**config.mk**
```make
export PLATFORM = sky130hd
export DESIGN_NAME = siphash_2_4_stream_hasher_core
export DESIGN_NICKNAME = d
export VERILOG_FILES = /design/src/rtl/core/sip24_pkg.sv /design/src/rtl/core/sip24_dp.sv /design/src/rtl/core/sip24_ctrl.sv /design/src/rtl/core/siphash_2_4_stream_hasher_core.sv
export SDC_FILE = /design/constraint.sdc
export NUM_CORES = 2
export LEC_CHECK = 0
export BUFFER_PORTS_ARGS = -buffer_cell sky130_fd_sc_hd__buf_2
export CAP_MARGIN = 20
export CORE_ASPECT_RATIO = 0.6
export CORE_MARGIN = 2
export CORE_UTILIZATION = 30
export CTS_CLUSTER_DIAMETER = 100
export DETAILED_ROUTE_END_ITERATION = 7
export SYNTH_ARGS = -nofsm -noshare
export SYNTH_HDL_FRONTEND = slang
export SYNTH_HIERARCHICAL = 1
export SYNTH_SLANG_ARGS = --single-unit
```
**constraint.sdc**
```tcl
create_clock -name clk -period 11.32 [get_ports clk]
set_input_delay 0.566 -clock clk [delete_from_list [all_inputs] [get_ports clk]]
set_output_delay 0.566 -clock clk [all_outputs]
set_load 0.02 [all_outputs]
```
**src/rtl/core/sip24_pkg.sv**
```systemverilog
// shared types, constants and round function of the siphash-2-4 hasher
`default_nettype none

package sip24_pkg;

  localparam int WORD_W   = 64;
  localparam int COUNT_W  = 4;
  localparam int LEN_W    = 8;
  localparam int CFG_IDX_W = 2;
  localparam int S_DATA_W = 72;
  localparam int M_DATA_W = 128;
  localparam int FIN_CNT_W = 3;

  localparam logic [WORD_W-1:0] SIP_C0 = 64'h736f6d6570736575;
  localparam logic [WORD_W-1:0] SIP_C1 = 64'h646f72616e646f6d;
  localparam logic [WORD_W-1:0] SIP_C2 = 64'h6c7967656e657261;
  localparam logic [WORD_W-1:0] SIP_C3 = 64'h7465646279746573;
  localparam logic [WORD_W-1:0] TWEAK_WIDE = 64'h00000000000000ee;
  localparam logic [WORD_W-1:0] TWEAK_NARROW = 64'h00000000000000ff;
  localparam logic [WORD_W-1:0] TWEAK_HIGH = 64'h00000000000000dd;

  localparam logic [COUNT_W-1:0] FULL_COUNT = 4'd8;
  localparam logic [FIN_CNT_W-1:0] FIN_LOW_LAST = 3'd3;
  localparam logic [FIN_CNT_W-1:0] FIN_HIGH_LAST = 3'd7;

  localparam logic [CFG_IDX_W-1:0] REG_KEY_LOW = 2'd0;
  localparam logic [CFG_IDX_W-1:0] REG_KEY_HIGH = 2'd1;
  localparam logic [CFG_IDX_W-1:0] REG_WIDE_OUTPUT = 2'd2;

  typedef enum logic [2:0] {
    ST_IDLE,
    ST_ROUND2,
    ST_LEN1,
    ST_LEN2,
    ST_FIN,
    ST_PUBLISH
  } ctrl_state_t;

  typedef struct packed {
    logic [WORD_W-1:0] a;
    logic [WORD_W-1:0] b;
    logic [WORD_W-1:0] c;
    logic [WORD_W-1:0] d;
  } sip_state_t;

  typedef struct packed {
    logic load;
    logic round_en;
    logic xor_d_m;
    logic xor_a_m;
    logic xor_c_fin;
    logic xor_b_dd;
    logic set_len_blk;
    logic cap_low;
    logic cap_high;
    logic publish;
  } dp_cmd_t;

  typedef struct packed {
    logic blk_full;
    logic blk_last;
    logic wide;
  } dp_status_t;

  function automatic logic [WORD_W-1:0] rotl(input logic [WORD_W-1:0] x, input int n);
    rotl = (x << n) | (x >> (WORD_W - n));
  endfunction

  function automatic sip_state_t sip_round(input sip_state_t s);
    logic [WORD_W-1:0] a;
    logic [WORD_W-1:0] b;
    logic [WORD_W-1:0] c;
    logic [WORD_W-1:0] d;
    a = s.a + s.b;
    b = rotl(s.b, 13) ^ a;
    a = rotl(a, 32);
    c = s.c + s.d;
    d = rotl(s.d, 16) ^ c;
    a = a + d;
    d = rotl(d, 21) ^ a;
    c = c + b;
    b = rotl(b, 17) ^ c;
    c = rotl(c, 32);
    sip_round = '{a: a, b: b, c: c, d: d};
  endfunction

  function automatic logic [WORD_W-1:0] byte_mask(input logic [COUNT_W-1:0] count);
    logic [WORD_W-1:0] mask;
    mask = '0;
    for (int i = 0; i < WORD_W / 8; i++) begin
      if (COUNT_W'(i) < count) begin
        mask[i*8 +: 8] = 8'hff;
      end
    end
    byte_mask = mask;
  endfunction

endpackage

`default_nettype wire

```
**src/rtl/core/sip24_dp.sv**
```systemverilog
// datapath: key registers, sip state, round unit, block forming and tag registers
`default_nettype none

module sip24_dp (
  input  wire logic                                 clk,
  input  wire logic                                 rst,
  input  wire logic                                 cfg_we,
  input  wire logic [sip24_pkg::CFG_IDX_W-1:0]      cfg_index,
  input  wire logic [sip24_pkg::WORD_W-1:0]         cfg_data,
  input  wire logic [sip24_pkg::WORD_W-1:0]         message_word,
  input  wire logic [sip24_pkg::COUNT_W-1:0]        byte_count,
  input  wire logic                                 end_of_message,
  input  wire sip24_pkg::dp_cmd_t                   cmd,
  output      sip24_pkg::dp_status_t                status,
  output      logic [sip24_pkg::WORD_W-1:0]         hash_low,
  output      logic [sip24_pkg::WORD_W-1:0]         hash_high
);

  logic [sip24_pkg::WORD_W-1:0] key_low;
  logic [sip24_pkg::WORD_W-1:0] key_high;
  logic                         wide_output;

  sip24_pkg::sip_state_t        st;
  logic [sip24_pkg::WORD_W-1:0] m_q;
  logic [sip24_pkg::LEN_W-1:0]  len_q;
  logic [sip24_pkg::LEN_W-1:0]  len_blk;
  logic                         start_q;
  logic                         full_q;
  logic                         last_q;
  logic [sip24_pkg::WORD_W-1:0] tag_low;
  logic [sip24_pkg::WORD_W-1:0] tag_high;

  logic [sip24_pkg::COUNT_W-1:0] count_clamped;
  logic                          in_full;
  logic [sip24_pkg::LEN_W-1:0]   len_new;
  logic [sip24_pkg::WORD_W-1:0]  m_in;
  logic [sip24_pkg::WORD_W-1:0]  m_use;
  logic [sip24_pkg::WORD_W-1:0]  fin_tweak;
  sip24_pkg::sip_state_t         init_st;
  sip24_pkg::sip_state_t         pre;
  sip24_pkg::sip_state_t         rnd;
  sip24_pkg::sip_state_t         post;
  logic [sip24_pkg::WORD_W-1:0]  rnd_fold;

  // config registers
  always_ff @(posedge clk) begin
    if (rst) begin
      key_low <= '0;
      key_high <= '0;
      wide_output <= 1'b0;
    end else if (cfg_we) begin
      unique case (cfg_index)
        sip24_pkg::REG_KEY_LOW:     key_low <= cfg_data;
        sip24_pkg::REG_KEY_HIGH:    key_high <= cfg_data;
        sip24_pkg::REG_WIDE_OUTPUT: wide_output <= cfg_data[0];
        default: ;
      endcase
    end
  end

  // block forming
  always_comb begin
    in_full = byte_count >= sip24_pkg::FULL_COUNT;
    count_clamped = in_full ? sip24_pkg::FULL_COUNT : byte_count;
    len_new = (start_q ? '0 : len_q) + sip24_pkg::LEN_W'(count_clamped);
    if (in_full) begin
      m_in = message_word;
    end else begin
      m_in = (message_word & sip24_pkg::byte_mask(count_clamped)) | {len_new, 56'd0};
    end
  end

  // round unit
  always_comb begin
    init_st.a = sip24_pkg::SIP_C0 ^ key_low;
    init_st.b = sip24_pkg::SIP_C1 ^ key_high ^ (wide_output ? sip24_pkg::TWEAK_WIDE : '0);
    init_st.c = sip24_pkg::SIP_C2 ^ key_low;
    init_st.d = sip24_pkg::SIP_C3 ^ key_high;
    fin_tweak = wide_output ? sip24_pkg::TWEAK_WIDE : sip24_pkg::TWEAK_NARROW;
    m_use = cmd.load ? m_in : m_q;
    pre = (cmd.load && start_q) ? init_st : st;
    if (cmd.xor_d_m) begin
      pre.d = pre.d ^ m_use;
    end
    rnd = sip24_pkg::sip_round(pre);
    rnd_fold = rnd.a ^ rnd.b ^ rnd.c ^ rnd.d;
    post = rnd;
    if (cmd.xor_a_m) begin
      post.a = post.a ^ m_q;
    end
    if (cmd.xor_c_fin) begin
      post.c = post.c ^ fin_tweak;
    end
    if (cmd.xor_b_dd) begin
      post.b = post.b ^ sip24_pkg::TWEAK_HIGH;
    end
  end

  always_ff @(posedge clk) begin
    if (rst) begin
      start_q <= 1'b1;
      len_q <= '0;
    end else if (cmd.load) begin
      start_q <= !in_full || end_of_message;
      len_q <= (!in_full || end_of_message) ? '0 : len_new;
    end
  end

  always_ff @(posedge clk) begin
    if (cmd.round_en) begin
      st <= post;
    end
    if (cmd.load) begin
      m_q <= m_in;
      len_blk <= len_new;
      full_q <= in_full;
      last_q <= end_of_message;
    end else if (cmd.set_len_blk) begin
      m_q <= {len_blk, 56'd0};
    end
    if (cmd.cap_low) begin
      tag_low <= rnd_fold;
      tag_high <= '0;
    end
    if (cmd.cap_high) begin
      tag_high <= rnd_fold;
    end
    if (cmd.publish) begin
      hash_low <= tag_low;
      hash_high <= tag_high;
    end
  end

  assign status = '{blk_full: full_q, blk_last: last_q, wide: wide_output};

endmodule

`default_nettype wire

```
**src/rtl/core/sip24_ctrl.sv**
```systemverilog
// controller: sequences compression, length block, finalization and result handoff
`default_nettype none

module sip24_ctrl (
  input  wire logic                  clk,
  input  wire logic                  rst,
  input  wire logic                  s_tvalid,
  output      logic                  s_tready,
  output      logic                  m_tvalid,
  input  wire logic                  m_tready,
  input  wire sip24_pkg::dp_status_t status,
  output      sip24_pkg::dp_cmd_t    cmd
);

  sip24_pkg::ctrl_state_t             state;
  sip24_pkg::ctrl_state_t             state_next;
  logic [sip24_pkg::FIN_CNT_W-1:0]    fin_cnt;
  logic [sip24_pkg::FIN_CNT_W-1:0]    fin_cnt_next;
  logic                               out_valid;
  logic                               out_valid_next;
  logic                               can_publish;

  assign can_publish = !out_valid || m_tready;

  always_ff @(posedge clk) begin
    if (rst) begin
      state <= sip24_pkg::ST_IDLE;
      fin_cnt <= '0;
      out_valid <= 1'b0;
    end else begin
      state <= state_next;
      fin_cnt <= fin_cnt_next;
      out_valid <= out_valid_next;
    end
  end

  // next state
  always_comb begin
    state_next = state;
    unique case (state)
      sip24_pkg::ST_IDLE: begin
        if (s_tvalid) begin
          state_next = sip24_pkg::ST_ROUND2;
        end
      end
      sip24_pkg::ST_ROUND2: begin
        priority if (status.blk_full && !status.blk_last) begin
          state_next = sip24_pkg::ST_IDLE;
        end else if (status.blk_full) begin
          state_next = sip24_pkg::ST_LEN1;
        end else begin
          state_next = sip24_pkg::ST_FIN;
        end
      end
      sip24_pkg::ST_LEN1: state_next = sip24_pkg::ST_LEN2;
      sip24_pkg::ST_LEN2: state_next = sip24_pkg::ST_FIN;
      sip24_pkg::ST_FIN: begin
        if ((fin_cnt == sip24_pkg::FIN_LOW_LAST && !status.wide) ||
            fin_cnt == sip24_pkg::FIN_HIGH_LAST) begin
          state_next = sip24_pkg::ST_PUBLISH;
        end
      end
      sip24_pkg::ST_PUBLISH: begin
        if (can_publish) begin
          state_next = sip24_pkg::ST_IDLE;
        end
      end
      default: state_next = sip24_pkg::ST_IDLE;
    endcase
  end

  // outputs
  always_comb begin
    cmd = '0;
    s_tready = 1'b0;
    fin_cnt_next = '0;
    unique case (state)
      sip24_pkg::ST_IDLE: begin
        s_tready = 1'b1;
        cmd.load = s_tvalid;
        cmd.round_en = s_tvalid;
        cmd.xor_d_m = s_tvalid;
      end
      sip24_pkg::ST_ROUND2: begin
        cmd.round_en = 1'b1;
        cmd.xor_a_m = 1'b1;
        cmd.xor_c_fin = !status.blk_full;
        cmd.set_len_blk = status.blk_full && status.blk_last;
      end
      sip24_pkg::ST_LEN1: begin
        cmd.round_en = 1'b1;
        cmd.xor_d_m = 1'b1;
      end
      sip24_pkg::ST_LEN2: begin
        cmd.round_en = 1'b1;
        cmd.xor_a_m = 1'b1;
        cmd.xor_c_fin = 1'b1;
      end
      sip24_pkg::ST_FIN: begin
        cmd.round_en = 1'b1;
        fin_cnt_next = fin_cnt + sip24_pkg::FIN_CNT_W'(1);
        if (fin_cnt == sip24_pkg::FIN_LOW_LAST) begin
          cmd.cap_low = 1'b1;
          cmd.xor_b_dd = status.wide;
        end
        cmd.cap_high = fin_cnt == sip24_pkg::FIN_HIGH_LAST;
      end
      sip24_pkg::ST_PUBLISH: begin
        cmd.publish = can_publish;
      end
      default: ;
    endcase
  end

  // result register handshake
  always_comb begin
    out_valid_next = out_valid;
    if (cmd.publish) begin
      out_valid_next = 1'b1;
    end else if (m_tready) begin
      out_valid_next = 1'b0;
    end
  end

  assign m_tvalid = out_valid;

endmodule

`default_nettype wire

```
**src/rtl/core/siphash_2_4_stream_hasher_core.sv**
```systemverilog
// top level of the siphash-2-4 stream hasher
// a full word that is not last gets one round in the accept cycle and one in ST_ROUND2
// a last item gets the same two rounds, then the length-block rounds in ST_LEN1 and ST_LEN2
// when its byte count is 8 or more, then 4 finalization rounds (8 rounds in wide mode) and
// the handoff in ST_PUBLISH; one round unit, one round per cycle, one item in work at a time
// the finished tag waits in an output register while the next item is taken
// rst (synchronous) clears keys, mode, length and control; the next item starts a message
`default_nettype none

module siphash_2_4_stream_hasher_core (
  input  wire logic                                 clk,
  input  wire logic                                 rst,
  input  wire logic                                 s_tvalid,
  output      logic                                 s_tready,
  input  wire logic [sip24_pkg::S_DATA_W-1:0]       s_tdata,  // message_word, byte_count
  input  wire logic                                 s_tlast,
  output      logic                                 m_tvalid,
  input  wire logic                                 m_tready,
  output      logic [sip24_pkg::M_DATA_W-1:0]       m_tdata,  // hash_low, hash_high
  input  wire logic                                 cfg_we,
  input  wire logic [sip24_pkg::CFG_IDX_W-1:0]      cfg_index,
  input  wire logic [sip24_pkg::WORD_W-1:0]         cfg_data
);

  sip24_pkg::dp_cmd_t           cmd;
  sip24_pkg::dp_status_t        status;
  logic [sip24_pkg::WORD_W-1:0] hash_low;
  logic [sip24_pkg::WORD_W-1:0] hash_high;

  sip24_ctrl u_ctrl (
    .clk      (clk),
    .rst      (rst),
    .s_tvalid (s_tvalid),
    .s_tready (s_tready),
    .m_tvalid (m_tvalid),
    .m_tready (m_tready),
    .status   (status),
    .cmd      (cmd)
  );

  sip24_dp u_dp (
    .clk            (clk),
    .rst            (rst),
    .cfg_we         (cfg_we),
    .cfg_index      (cfg_index),
    .cfg_data       (cfg_data),
    .message_word   (s_tdata[63:0]),
    .byte_count     (s_tdata[67:64]),
    .end_of_message (s_tlast),
    .cmd            (cmd),
    .status         (status),
    .hash_low       (hash_low),
    .hash_high      (hash_high)
  );

  assign m_tdata = {hash_high, hash_low};

endmodule

`default_nettype wire

```
==> metrics.md <==
| Metric | Value |
|---|---|
| CTS max path bufs | 3 |
| Syn_area_per_cell | 9.62 um2 |
| CTS tree | done |
| Crit path arrival time | 10.85 ns |
| Routed Antenna Nets | 0 |
| Final #Nets | 6002 |
| Vias in the first global route | 40200 |
| Hold WS | 0.0874 ns |
| RSZ-0062 raised after global routing | no |
| Syn nets | 5420 |
| Crit. End Element | register |
| Die footprint | 164000 um2 |
| Hold endpoint | u_dp/key_high[37]$_SDFFE_PP0P_ |
| Clock period minus worst slack | 10.43 ns |
| Post-synth cell types | 101 |
| DR vias | 43300 |
| Clk pin slew, worst setup/hold paths | 0.07 ns |
| CP required | 11.74 ns |
| Largest cells by area after synthesis | edfxtp_1 (36%), xnor2_1 (8.0%), ha_1 (6.6%) |
| Share of cells above drive strength 1 | 16.9% |
| CP Max Fanout | 47 |
| Fin crit share | 92.2% |
| P&R area growth vs syn | 20.4% |
| Starting density of the core | 30.3% |
| Non-filler cells in the finished layout | 7801 |
| H-tree depth | 3 |
| Max-slew violations | 0 |
| Fmax | 95.9 MHz |
| Worst R2R End | u_dp/st[52]$_DFFE_PP_ |
| First-pass GRT wire length | 359000 um |
| Io pins | 274 |
| Fin. Hold Viols | 0 |
| Top-area cell type share of the netlist area | 36.5% |
| CTS Buf Count | 81 |
| All-Layer GR Usage | 32.6% |
| Crit path kind | register to register |
| Placed cell count | 7631 |
| Root buffer cell | clkbuf_16 |
| Hold Crit Class | input pin to register |
| Post-synth EDFFs | 586 |
| DIE WIDTH | 522 um |
| Detailed Route WL | 274000 um |
| Slowest cell on the critical path | a311oi_1 |
| Final setup vio count | 0 |
| Status | completed |
| Worst slew pin tran | 1.33 ns |
| Remaining Overflow, GRT | 0 |
| Routability congestion estimate | 1.07 |
| Iteration-0 DRC Markers | 6287 |
| Worst Setup Start Kind | register |
| Hold depth | 3 |
| Clock skew | 0.0392 ns |
| Yosys warning count | 6 |
| Mapped Cells | 5016 |
| Reg2reg start | u_ctrl/state[2]$_SDFFE_PP0P_ |
| Postcts setup bufs | 0 |
| DP HPWL | 233000 um |
| Post-cts resize count | 0 |
| Detailed Routing Iterations Pass 1 | 8 |
| Residual DRC | 0 |
| Seq/Total Area, Yosys | 42.5% |
| FF+latch count, synth | 731 |
| Top cell type by total area after synthesis | edfxtp_1 |
| Mapped cell area | 48300 um2 |
| Hold wc startpoint | cfg_data[37] |
| Row Count | 113 |
| Initial antenna violation count | 17 |
| Ys async rst share | 0% |
| Slew Limit Headroom | 10.9% |
| R2R depth | 32 |
| Setup TNS | 0 ns |
| DR WL/cell | 35.1 um |
| CTS Sinks | 731 |
| Post-CTS Hold Fix Bufs | 0 |
| Max-cap violations | 0 |
| Largest net degree at the start of global routing | 130 |
| Count leader, synth | nand2_1 |
| Port Buffers | 269 |
| DIE HEIGHT | 315 um |
| Via density | 5.55 |
| Critical Path Most Common Cell | buf_4 |
| Crit-path max cell delay | 0.64 ns |
| Predominant post-synthesis flop cell | edfxtp_1 |
| Core Region | 159000 um2 |
| Crit. Startpoint | u_ctrl/state[2]$_SDFFE_PP0P_ |
| Top cells by count, synth | nand2_1 (737), edfxtp_1 (586), a21oi_1 (503), xnor2_1 (442), xor2_1 (300) |
| Worst-Skew Late Latency | 0.73 ns |
| Worst reg2reg setup slack | 0.89 ns |
## sequential cells by signal (all words and copies together), names as in the netlist
register	cells
u_dp/start_q	1
u_dp/len_blk	8
u_dp/key_high	64
u_dp/last_q	1
u_dp/st	256
u_ctrl/m_tvalid	1
u_dp/key_low	64
u_dp/tag_high	64
u_dp/tag_low	64
u_dp/full_q	1
u_ctrl/state	3
u_dp/wide_output	1
u_dp/m_q	64
u_ctrl/fin_cnt	3
u_dp/hash_low	64
u_dp/hash_high	64
u_dp/len_q	8
## cell type report
class | count | area, um2
inverter | 188 | 706
sequential | 731 | 20500
antenna | 10 | 25.0
timing repair buffer | 723 | 4950
clock inverter | 39 | 348
clock buffer | 110 | 2320
tap | 2127 | 2660
multi-input combinational | 3873 | 26600
fill | 16300 | 101000
## worst max path at each step
stage	to	slack, ns	cells past startpoint
3_3_place_gp	u_dp/st[52]$_DFFE_PP_	1.42	33
6_report	u_dp/st[52]$_DFFE_PP_	0.89	32
2_1_floorplan	u_dp/tag_high[62]$_SDFFCE_PN0P_	1.66	38
4_1_cts	u_dp/tag_high[62]$_SDFFCE_PN0P_	1.50	32
3_5_place_dp	u_dp/tag_high[48]$_SDFFCE_PN0P_	1.56	32
5_1_grt	u_dp/tag_high[48]$_SDFFCE_PN0P_	0.80	33
## worst max-delay path, delay by kind of cell (launching register included)
| kind | cells | cell delay, ns |
|---|---|---|
| buf+inv | 7 | 1.43 |
| simple gates | 9 | 2.51 |
| flops | 1 | 0.42 |
| xor+xnor | 2 | 0.32 |
| compound gates | 12 | 4.64 |
| fa+ha+maj | 2 | 0.74 |
## per-layer routing
layer	track usage, %	vias up	share of wire, %
li1	-	19000	-
met1	47.8	21700	46
met2	43.6	2275	38
met3	12.7	314	13
met4	8.90	6	3.0
met5	0	-	0.015
## logic make-up after synthesis
kind of cell | after synthesis | synth area share [%]
adders and majority gates | 263 | 6.88
AOI/OAI and AO/OA | 1310 | 16.8
and+or+nand+nor | 1480 | 14.4
xor gates and xnor gates | 786 | 15.5
muxes | 34 | 0.710
buffers and inverters | 412 | 3.30
DFF | 731 | 42.5
## layout by cell type, fill, tap and decap left out, types with 13 or more instances in the layout
master     netlist  layout
nor2_1         193     190
buf_2            3     268
clkbuf_1       193      17
or3_1           14      14
a21boi_0        13      13
xor2_1         300     280
xor2_2           1      21
xnor2_1        442     415
a21oi_1        503     503
edfxtp_1       586     586
nand2b_1        23      23
and3_1          60      60
o21bai_1        69      69
o21ai_0        268     266
ha_1           255     255
buf_4            5     438
o31ai_1         18      17
nand4_1         63      63
nand3_1         59      59
o21a_1          42      42
xnor2_2          2      29
a31oi_1         45      45
xnor3_1         31      31
o211ai_1        23      23
a211oi_1        35      34
nand2_1        737     736
and2_1         115     112
a21o_1         182     182
nor2b_1        100     100
dfxtp_1        145     145
nor3_1          44      44
clkbuf_16        0      88
mux2i_1         32      32
inv_1          187     187
## through the flow
step                      instance area, um2  utilization (%)  setup slack, ns
final                                  58100             36.5            0.888
after global routing                   58100             36.5            0.798
after CTS                              57900             36.4             1.50
after detailed placement               55200             34.7             1.56
after global placement                 55200             34.7             1.42
after floorplan                        48300                -             1.66
Power is not shown: default switching activity piles up to over one toggle a cycle in this logic, so the estimate is an artifact.
